File: config.mk
export PLATFORM = sky130hd
export DESIGN_NAME = letter_histogram_sorted_report_unit
export DESIGN_NICKNAME = d
export VERILOG_FILES = /design/src/hdl/lhsr_pkg.sv /design/src/hdl/lhsr_datapath.sv /design/src/hdl/lhsr_controller.sv /design/src/hdl/letter_histogram_sorted_report_unit.sv
export SDC_FILE = /design/constraint.sdc
export NUM_CORES = 1
export LEC_CHECK = 0
export BUFFER_PORTS_ARGS = -buffer_cell sky130_fd_sc_hd__buf_2
export CAP_MARGIN = 10
export CORE_MARGIN = 10
export CORE_UTILIZATION = 40
export CTS_CLUSTER_SIZE = 28
export DETAILED_ROUTE_END_ITERATION = 16
export GPL_TIMING_DRIVEN = 0
export PLACE_DENSITY_LB_ADDON = 0.05
export SLEW_MARGIN = 10
export SYNTH_ARGS = -nofsm -noshare
export SYNTH_HDL_FRONTEND = slang
export SYNTH_SLANG_ARGS = --single-unit
File: constraint.sdc
create_clock -name clock -period 13.6 [get_ports clock]
set_input_delay 1.36 -clock clock [delete_from_list [all_inputs] [get_ports clock]]
set_output_delay 1.36 -clock clock [all_outputs]
set_load 0.005 [all_outputs]
File: src/hdl/lhsr_pkg.sv
// shared types and constants for the letter histogram sorted report unit
`timescale 1ns / 1ps

package lhsr_pkg;

   localparam int CHAR_WIDTH   = 8;
   localparam int LETTER_WIDTH = 5;
   localparam int RSP_COUNT_WIDTH = 8;

   localparam logic [CHAR_WIDTH-1:0] UPPER_BELOW = 8'd64;
   localparam logic [CHAR_WIDTH-1:0] UPPER_ABOVE = 8'd91;
   localparam logic [CHAR_WIDTH-1:0] LOWER_BELOW = 8'd96;
   localparam logic [CHAR_WIDTH-1:0] LOWER_ABOVE = 8'd123;
   localparam logic [CHAR_WIDTH-1:0] UPPER_BASE  = 8'd65;
   localparam logic [CHAR_WIDTH-1:0] LOWER_BASE  = 8'd97;

   localparam logic [RSP_COUNT_WIDTH-1:0] RSP_COUNT_MAX = 8'd255;

   localparam logic PHASE_BY_COUNT = 1'b0;
   localparam logic PHASE_ALPHA    = 1'b1;

   typedef struct packed {
      logic count_en;
      logic begin_report;
      logic pass_next;
      logic scan_restart;
      logic scan_adv;
      logic emit_by_count;
      logic emit_alpha;
      logic clear_all;
   } lhsr_cmd_type;

   typedef struct packed {
      logic scan_end;
      logic next_found;
      logic cur_zero;
   } lhsr_stat_type;

endpackage

File: src/hdl/lhsr_datapath.sv
// letter counters, report scan, threshold tracking and result register
`timescale 1ns / 1ps

module lhsr_datapath #(
   parameter int NUM_LETTERS = 26,
   parameter int COUNT_WIDTH = 8
) (
   input  logic                                   clock,
   input  logic                                   reset,
   input  lhsr_pkg::lhsr_cmd_type                 cmd,
   output lhsr_pkg::lhsr_stat_type                stat,
   input  logic [lhsr_pkg::CHAR_WIDTH-1:0]        req_char_code,
   output logic                                   rsp_valid,
   output logic [lhsr_pkg::LETTER_WIDTH-1:0]      rsp_letter,
   output logic [lhsr_pkg::RSP_COUNT_WIDTH-1:0]   rsp_count,
   output logic                                   rsp_phase,
   output logic                                   rsp_last
);

   localparam int IDX_W = (NUM_LETTERS > 1) ? $clog2(NUM_LETTERS) : 1;
   localparam logic [IDX_W-1:0] IDX_LAST = IDX_W'(NUM_LETTERS - 1);
   localparam logic [COUNT_WIDTH-1:0] COUNT_FULL = {COUNT_WIDTH{1'b1}};

   logic [COUNT_WIDTH-1:0] counts_ff [NUM_LETTERS];
   logic [IDX_W-1:0]       scan_idx_ff, scan_idx_in;
   logic [COUNT_WIDTH-1:0] cur_ff, cur_in;
   logic [COUNT_WIDTH-1:0] min_ff, min_in;
   logic                   found_ff, found_in;
   logic [IDX_W-1:0]       last_nz_ff, last_nz_in;

   logic                   rsp_valid_ff, rsp_valid_in;
   logic [lhsr_pkg::LETTER_WIDTH-1:0]    rsp_letter_ff, rsp_letter_in;
   logic [lhsr_pkg::RSP_COUNT_WIDTH-1:0] rsp_count_ff, rsp_count_in;
   logic                   rsp_phase_ff, rsp_phase_in;
   logic                   rsp_last_ff, rsp_last_in;

   logic                   is_upper, is_lower, letter_ok;
   logic [lhsr_pkg::LETTER_WIDTH-1:0] code_idx;
   logic [COUNT_WIDTH-1:0] cnt_sel;
   logic [COUNT_WIDTH+7:0] cnt_wide;
   logic                   cnt_nz, above_cur, take_new;
   logic [COUNT_WIDTH-1:0] next_val;
   logic                   any_nz;

   // letter decode
   always_comb begin
      is_upper = (req_char_code > lhsr_pkg::UPPER_BELOW) &&
                 (req_char_code < lhsr_pkg::UPPER_ABOVE);
      is_lower = (req_char_code > lhsr_pkg::LOWER_BELOW) &&
                 (req_char_code < lhsr_pkg::LOWER_ABOVE);
      if (is_upper) begin
         code_idx = lhsr_pkg::LETTER_WIDTH'(req_char_code - lhsr_pkg::UPPER_BASE);
      end else begin
         code_idx = lhsr_pkg::LETTER_WIDTH'(req_char_code - lhsr_pkg::LOWER_BASE);
      end
      letter_ok = (is_upper || is_lower) &&
                  ({1'b0, code_idx} < (lhsr_pkg::LETTER_WIDTH + 1)'(NUM_LETTERS));
   end

   // saturating bins
   always_ff @(posedge clock) begin
      for (int i = 0; i < NUM_LETTERS; i++) begin
         if (reset || cmd.clear_all) begin
            counts_ff[i] <= '0;
         end else if (cmd.count_en && letter_ok &&
                      (code_idx == lhsr_pkg::LETTER_WIDTH'(i)) &&
                      (counts_ff[i] != COUNT_FULL)) begin
            counts_ff[i] <= counts_ff[i] + 1'b1;
         end
      end
   end

   // scan element and threshold tracking
   always_comb begin
      cnt_sel   = counts_ff[scan_idx_ff];
      cnt_wide  = (COUNT_WIDTH + 8)'(cnt_sel);
      cnt_nz    = (cnt_sel != '0);
      above_cur = (cnt_sel > cur_ff);
      take_new  = above_cur && (!found_ff || (cnt_sel < min_ff));
      next_val  = take_new ? cnt_sel : min_ff;

      stat.scan_end   = (scan_idx_ff == IDX_LAST);
      stat.next_found = found_ff || above_cur;
      stat.cur_zero   = (cur_ff == '0);

      scan_idx_in = scan_idx_ff;
      cur_in      = cur_ff;
      min_in      = min_ff;
      found_in    = found_ff;
      last_nz_in  = last_nz_ff;

      if (cmd.scan_adv) begin
         scan_idx_in = scan_idx_ff + 1'b1;
         min_in      = next_val;
         found_in    = found_ff || above_cur;
         // highest nonzero bin, settled by the frequency passes
         if (cnt_nz && cmd.emit_by_count) begin
            last_nz_in = scan_idx_ff;
         end
      end
      if (cmd.pass_next) begin
         cur_in = next_val;
      end
      if (cmd.begin_report) begin
         cur_in = '0;
      end
      if (cmd.scan_restart || cmd.begin_report) begin
         scan_idx_in = '0;
         min_in      = '0;
         found_in    = 1'b0;
      end
   end

   always_ff @(posedge clock) begin
      if (reset) begin
         scan_idx_ff <= '0;
         cur_ff      <= '0;
         min_ff      <= '0;
         found_ff    <= 1'b0;
         last_nz_ff  <= '0;
      end else begin
         scan_idx_ff <= scan_idx_in;
         cur_ff      <= cur_in;
         min_ff      <= min_in;
         found_ff    <= found_in;
         last_nz_ff  <= last_nz_in;
      end
   end

   // result register
   always_comb begin
      rsp_valid_in  = 1'b0;
      rsp_letter_in = lhsr_pkg::LETTER_WIDTH'(scan_idx_ff);
      rsp_count_in  = (cnt_wide > (COUNT_WIDTH + 8)'(lhsr_pkg::RSP_COUNT_MAX)) ?
                      lhsr_pkg::RSP_COUNT_MAX : cnt_wide[7:0];
      rsp_phase_in  = lhsr_pkg::PHASE_BY_COUNT;
      rsp_last_in   = 1'b0;
      if (cmd.emit_by_count && cnt_nz && (cnt_sel == cur_ff)) begin
         rsp_valid_in = 1'b1;
      end
      if (cmd.emit_alpha && cnt_nz) begin
         rsp_valid_in = 1'b1;
         rsp_phase_in = lhsr_pkg::PHASE_ALPHA;
         rsp_last_in  = (scan_idx_ff == last_nz_ff);
      end
   end

   always_ff @(posedge clock) begin
      if (reset) begin
         rsp_valid_ff <= 1'b0;
      end else begin
         rsp_valid_ff <= rsp_valid_in;
      end
      rsp_letter_ff <= rsp_letter_in;
      rsp_count_ff  <= rsp_count_in;
      rsp_phase_ff  <= rsp_phase_in;
      rsp_last_ff   <= rsp_last_in;
   end

   assign rsp_valid  = rsp_valid_ff;
   assign rsp_letter = rsp_letter_ff;
   assign rsp_count  = rsp_count_ff;
   assign rsp_phase  = rsp_phase_ff;
   assign rsp_last   = rsp_last_ff;

   always_comb begin
      any_nz = 1'b0;
      for (int i = 0; i < NUM_LETTERS; i++) begin
         any_nz = any_nz || (counts_ff[i] != '0);
      end
   end

   a_rsp_count_nonzero: assert property (@(posedge clock) disable iff (reset)
      rsp_valid_ff |-> (rsp_count_ff != '0))
      else $error("result transfer with zero count");

   a_by_count_not_last: assert property (@(posedge clock) disable iff (reset)
      (rsp_valid_ff && (rsp_phase_ff == lhsr_pkg::PHASE_BY_COUNT)) |-> !rsp_last_ff)
      else $error("last flag on frequency report result");

   a_cleared_after_report: assert property (@(posedge clock) disable iff (reset)
      cmd.clear_all |=> !any_nz)
      else $error("bins not cleared after report");

endmodule

File: src/hdl/lhsr_controller.sv
// state machine sequencing counting, frequency passes and alphabetical pass
`timescale 1ns / 1ps

module lhsr_controller (
   input  logic                    clock,
   input  logic                    reset,
   input  logic                    accept,
   input  logic                    req_is_last,
   input  lhsr_pkg::lhsr_stat_type stat,
   output lhsr_pkg::lhsr_cmd_type  cmd,
   output logic                    busy
);

   localparam logic [1:0] ST_IDLE  = 2'd0;
   localparam logic [1:0] ST_FREQ  = 2'd1;
   localparam logic [1:0] ST_ALPHA = 2'd2;

   logic [1:0] state_ff, state_in;

   always_comb begin
      state_in = state_ff;
      cmd      = '0;
      unique case (state_ff)
         ST_IDLE: begin
            if (accept) begin
               cmd.count_en = 1'b1;
               if (req_is_last) begin
                  cmd.begin_report = 1'b1;
                  state_in         = ST_FREQ;
               end
            end
         end
         ST_FREQ: begin
            cmd.emit_by_count = 1'b1;
            cmd.scan_adv      = 1'b1;
            if (stat.scan_end) begin
               if (stat.next_found) begin
                  cmd.pass_next    = 1'b1;
                  cmd.scan_restart = 1'b1;
               end else if (stat.cur_zero) begin
                  cmd.clear_all    = 1'b1;
                  cmd.scan_restart = 1'b1;
                  state_in         = ST_IDLE;
               end else begin
                  cmd.scan_restart = 1'b1;
                  state_in         = ST_ALPHA;
               end
            end
         end
         ST_ALPHA: begin
            cmd.emit_alpha = 1'b1;
            cmd.scan_adv   = 1'b1;
            if (stat.scan_end) begin
               cmd.clear_all    = 1'b1;
               cmd.scan_restart = 1'b1;
               state_in         = ST_IDLE;
            end
         end
         default: begin
            state_in = ST_IDLE;
         end
      endcase
   end

   always_ff @(posedge clock) begin
      if (reset) begin
         state_ff <= ST_IDLE;
      end else begin
         state_ff <= state_in;
      end
   end

   assign busy = (state_ff != ST_IDLE);

   a_alpha_ends_idle: assert property (@(posedge clock) disable iff (reset)
      ((state_ff == ST_ALPHA) && stat.scan_end) |=> (state_ff == ST_IDLE))
      else $error("alphabetical pass did not finish");

   a_report_starts: assert property (@(posedge clock) disable iff (reset)
      (accept && req_is_last) |=> (state_ff == ST_FREQ))
      else $error("report not started on last byte");

   a_no_count_busy: assert property (@(posedge clock) disable iff (reset)
      busy |-> !cmd.count_en)
      else $error("byte counted during report");

endmodule

File: src/hdl/letter_histogram_sorted_report_unit.sv
// Letter histogram with frequency-sorted and alphabetical run reports
// Bytes: one per cycle while busy is low, counted in the cycle of the transfer.
// Report after the last byte: busy stays high for the frequency passes, whose number follows
// the distinct nonzero counts, and the alphabetical pass, one scan of the bins per pass; each
// result appears on the result ports in the cycle after its scan step.
// Empty string: one scan of the bins and no results; reset clears bins, goes idle.
`timescale 1ns / 1ps

module letter_histogram_sorted_report_unit #(
   parameter int NUM_LETTERS = 26,
   parameter int COUNT_WIDTH = 8
) (
   input  logic                                 clock,
   input  logic                                 reset,
   input  logic                                 start,
   output logic                                 busy,
   input  logic [lhsr_pkg::CHAR_WIDTH-1:0]      req_char_code,
   input  logic                                 req_is_last,
   output logic                                 rsp_valid,
   output logic [lhsr_pkg::LETTER_WIDTH-1:0]    rsp_letter,
   output logic [lhsr_pkg::RSP_COUNT_WIDTH-1:0] rsp_count,
   output logic                                 rsp_phase,
   output logic                                 rsp_last
);

   lhsr_pkg::lhsr_cmd_type  cmd;
   lhsr_pkg::lhsr_stat_type stat;
   logic                    accept;

   assign accept = start && !busy;

   lhsr_controller u_controller (
      .clock       (clock),
      .reset       (reset),
      .accept      (accept),
      .req_is_last (req_is_last),
      .stat        (stat),
      .cmd         (cmd),
      .busy        (busy)
   );

   lhsr_datapath #(
      .NUM_LETTERS (NUM_LETTERS),
      .COUNT_WIDTH (COUNT_WIDTH)
   ) u_datapath (
      .clock         (clock),
      .reset         (reset),
      .cmd           (cmd),
      .stat          (stat),
      .req_char_code (req_char_code),
      .rsp_valid     (rsp_valid),
      .rsp_letter    (rsp_letter),
      .rsp_count     (rsp_count),
      .rsp_phase     (rsp_phase),
      .rsp_last      (rsp_last)
   );

endmodule

[Word level (Yosys, flattened, before mapping)]
Memories as Yosys holds them, arrays and structs flattened. A register that Yosys moved wholly into a read port is not among the register bits.
Index checks and enable logic that the tools add are counted.
Storage, ports and cells
  flip-flop bits (word level): 45
  latch bits: 0
  memory bits (writable): 208
  bits in read-only memories: 0
  input bits: 12
  output and inout port bits: 17
  logic and storage cells: 347
  memories kept: 1
Memory list
  u_datapath.counts_ff: words 26, bits a word 8, read ports 27, clocked after Yosys merged registers in 1, write ports 26, line lhsr_datapath.sv:24  | logic [COUNT_WIDTH-1:0] counts_ff [NUM_LETTERS];
Cells by class
  add/subtract/negate cells: 29
  $mul: 0
  divide/modulo/power cells: 0
  order comparisons: 8
  eq/ne operators: 61
  shifts and indexed selects: 0
  muxes and demuxes: 134
  bitwise logic cells: 26
  reduce and logical (&&, ||, !) cells: 77
Operators with widths (number)
  $mux W8: 27
  $add A8 B1 Y8 const B: 26
  $ne A8 B8 Y1 const B: 26
  $mux W1: 92
  $logic_and A1 B1 Y1: 61
  $eq A5 B5 Y1 const B: 11
  $eq A5 B4 Y1 const B: 8
  $or A1 B1 Y1: 26
  $eq A5 B3 Y1 const B: 4
  $mux W2: 9
  $gt A8 B7 Y1 const B: 2
  $lt A8 B7 Y1 const B: 2
  $mux W5: 3
  $eq A5 B2 Y1 const B: 2
  $ne A2 B2 Y1 const B: 5
  $sub A5 B1 Y5 const B: 2
  $eq A8 B8 Y1: 1
  $gt A8 B8 Y1: 1
  $gt A8 B8 Y1 const B: 1
  $logic_not A8 Y1: 1
  $lt A8 B8 Y1: 1
  $reduce_bool A8 Y1: 1
  $pmux W2 S3: 1
  $add A5 B1 Y5 const B: 1
  15 further kinds: 21

[Longest topological paths before layout]
  depth in word-level cells: 12
  gate-level depth with buffers: 19

[Cells and area by module]
Synthesis repeated with hierarchy kept, for this count alone.
Second synthesis, totals
  cells, all modules: 1428
  area, all modules: 14964.4 um2
By module, submodules not included
  lhsr_datapath: instances 1, cells an instance 1399, area an instance 14710.4 um2, sequential area each 7206.9 um2
  lhsr_controller: instances 1, cells an instance 28, area an instance 240.2 um2, sequential area each 40.0 um2
  letter_histogram_sorted_report_unit: instances 1, cells an instance 1, area an instance 13.8 um2, sequential area each 0.0 um2

[Worst setup path after synthesis]
No wires, ideal clock.
  path kind: flip-flop to flip-flop
  from: reg (tool-made name)
  to: mem u_datapath.counts_ff[0][0], enable pin
  data arrival time: 4.074 ns
  path slack: 9.223 ns
  cell stages (with the launch flop): 18
  buffers on the path: 5
  period minus slack after synthesis: 4.377 ns
  cells stage by stage: dfxtp_1 buf_6 buf_4 buf_2 mux2i_1 a22oi_1 o211ai_1 nor4_1 ha_1 nand4_1 nor3_1 a21oi_1 a211oi_1 o21bai_1 and2_1 buf_1 clkbuf_1 nand2_1
RTL lines (line)
  to (decl): lhsr_datapath.sv:24

==> run metrics <==
Final nets 1,511; # DRC 0; Mean Syn Cell Area between 10 and 15 µm²; outcome completed; setup TNS 0 ns; sw frac between 20% and 30%; Hold Path Class reg2reg; Chip Width between 200 and 250 µm; per-cell routed wire length roughly 23 µm; Area contributors post-synth edfxtp_1, xor2_1, dfxtp_1; DR pass1 iterations 5; DP Wirelength roughly 32 mm; Fin Hold WS around 0.45 ns; core area around 37,000 µm²; dominant synthesized flop cell edfxtp_1; # hold bufs at CTS 0; Hold Fails Final Rpt 0; CTS tree yes; Worst-Margin Slew between 1 and 1.5 ns; vias in the first global route between 10,000 and 15,000; Final period util between 50% and 60%; Crit Path Class reg2reg; Worst Path Required 13.79 ns; first-pass GRT wire length about 67 mm; largest net degree at the start of global routing 16; register share of total power 48.2%; P_sw 0.4762 mW; skew final between 0.02 and 0.025 ns; count leader, synth nor2_1; slowest CP cell a32oi_1; cts repair resizes 0; Post-CTS Setup Inserts 0; Max Cap Violations 0; Worst path depth 17; post-layout min period between 7 and 8 ns; FF+latch count, synth 258; Die ar. between 40,000 and 50,000 µm²; internal power ~1.4 mW; Reg2Reg Setup Slack around 6.3 ns; synthesized area ~15,000 µm²; DRT iter0 DRCs 1,064; clk buf depth 3; Leak Pwr 5.902 nW; endpoints failing setup 0; reg2reg path depth 17; max-slew violations 0; # IOs 29; initial antenna violation count 0; area delta synth->final 11.99%; share of the synthesized area in the top cell type a little over two fifths; vias per cell 5.651; TritonCTS buffer count 31; Post-synth EDFFs 208; sequential area share after synthesis about half; combinational cell fraction of total power about a tenth; Congestion Overflow GR 0; worst-skew pair later-pin latency 0.58 ns; Distinct cells, synth 66; total number of yosys warnings 0; crit start category flop; CP Cell Sequence buf_6 -> buf_4 -> buf_2 -> mux2i_1 -> nand3b_1 -> nand3_1 -> a32oi_1 -> ha_1 -> nand4_1 -> nor3_1 -> a21oi_1 -> a211oi_1 -> o21bai_1 -> and2_1 -> buf_1 -> clkbuf_1 -> nand2_1; die height between 200 and 250 µm; WP buf/inv 5; routed wire length approximately 44 mm; Clock Power Share ~43%; Net Count, Synth approximately 1,400; RSZ-0062 raised after global routing false; Syn Inst Count around 1,400; Largest delay share family, worst path buffers and inverters; dominant cell type by area after synthesis edfxtp_1; ratio of cells with drive above 1 in the final layout approximately a tenth; initial core utilization between 40% and 50%; Max Clk Rate 0.1364 GHz; CP Data Arrival Time 7.52 ns; root buffer cell clkbuf_16; pwr dens 114.0 nW/µm²; ys async rst share 0%; CTS clk-pin slew, worst paths roughly 0.060 ns; Crit path largest cell delay between 0.8 and 0.9 ns; Port Buffer Count 27; VDD IR-drop max 0.00008910 V; Overall Global Routing Usage between 15 and 20%; Row Count 70; worst hold path cell count 0; RD Place Congestion 0.9669; Routed Antenna Nets 0; number of non-filler instances in the completed layout 1,941; DR vias roughly 11,000; Power Total between 1.5 and 2 mW; crit path capture type flop; Worst slew margin 23.78%; Critical Path Fanout Max 10; commonest cells in the netlist nor2_1, edfxtp_1, nand3_1; dpl cells ~1,900; CTS Sinks roughly 260; ant diodes 0; CTS H-tree depth 1
## sequential cells by signal (all words and copies together), names as in the netlist, named ones only
signal                    flops
u_datapath.rsp_phase          1
u_datapath.counts_ff        208
u_datapath.rsp_valid          1
u_datapath.min_ff             8
u_datapath.rsp_letter         5
u_datapath.rsp_last           1
u_datapath.cur_ff             8
u_datapath.found_ff           1
u_controller.state_ff         2
u_datapath.last_nz_ff         5
u_datapath.rsp_letter_in      5
u_datapath.rsp_count          8
## stage by stage
step           util [%]  instance area, µm²  worst slack, ns
6_report          45.42               16630            6.271
5_1_grt           45.42               16630            6.167
4_1_cts           45.42               16630            6.387
3_5_place_dp      42.71               15640            6.393
3_3_place_gp      42.53               15570            5.805
2_1_floorplan         -               14850            9.223
## kinds of logic after synthesis
family          count (synthesis)  share of synthesized area [%]
buf+inv                        84                          2.553
flops                         258                          48.81
simple gates                  637                          19.84
fa+ha+maj                      51                          4.298
compound gates                 95                          4.711
xor+xnor                      168                          9.910
mux                            90                          9.885
## final timing paths
path                               startpoint                     endpoint
hold reg to reg   u_datapath.rsp_letter_in[4]     u_datapath.rsp_letter[4]
setup reg to reg                         flop  u_datapath.counts_ff[15][6]
hold / removal    u_datapath.rsp_letter_in[4]     u_datapath.rsp_letter[4]
setup / recovery                         flop  u_datapath.counts_ff[15][6]
## power groups by stage
stage          sequential, mW  combinational [mW]  clock (mW)
6_report                0.914               0.176       0.806
3_3_place_gp            0.930               0.171           0
3_5_place_dp            0.930               0.175           0
2_1_floorplan           0.916               0.113           0
4_1_cts                 0.913               0.175       0.826
5_1_grt                 0.918               0.190       0.859
## placed cells by master (no fill, tap or decap), types with 7 or more instances in the layout
| cell type | synthesis | layout |
|---|---|---|
| inv_1 | 46 | 46 |
| mux2i_1 | 45 | 45 |
| mux4_1 | 16 | 16 |
| nand4_1 | 9 | 9 |
| clkbuf_16 | 0 | 32 |
| buf_4 | 4 | 7 |
| a21oi_1 | 17 | 17 |
| edfxtp_1 | 208 | 208 |
| o211ai_1 | 10 | 10 |
| mux4_2 | 24 | 24 |
| clkbuf_8 | 0 | 8 |
| nor3_1 | 12 | 12 |
| nor2_1 | 250 | 250 |
| xnor2_1 | 53 | 53 |
| nand3_1 | 143 | 143 |
| nand2b_1 | 22 | 22 |
| a22oi_1 | 7 | 7 |
| o21ai_0 | 12 | 12 |
| xor2_1 | 115 | 115 |
| nand2_1 | 107 | 107 |
| dfxtp_1 | 50 | 50 |
| buf_2 | 6 | 35 |
| clkbuf_1 | 17 | 27 |
| and3_1 | 43 | 43 |
| ha_1 | 51 | 51 |
| nand3b_1 | 13 | 13 |
| a311oi_1 | 7 | 7 |
| nor2b_1 | 9 | 9 |
## routing by layer
metal	track usage, %	part of all wire (%)	vias up
met5	0	0	-
met4	5.908	2.7	0
met3	4.633	7.9	63
met2	30.76	46	358
met1	25.92	44	5400
li1	-	-	5147
## layout make-up
class | instances | area, µm²
plain buffers | 38 | 206.4
clock buffers | 50 | 948.4
clock inverters | 8 | 43.79
fillers | 3424 | 19980
inverters | 46 | 172.7
multi-input cells | 1041 | 7257
flip-flops and latches | 258 | 7247
well taps | 468 | 585.6
repair buffers | 32 | 167.7
No activity file was read; power rests on OpenSTA's default activity.
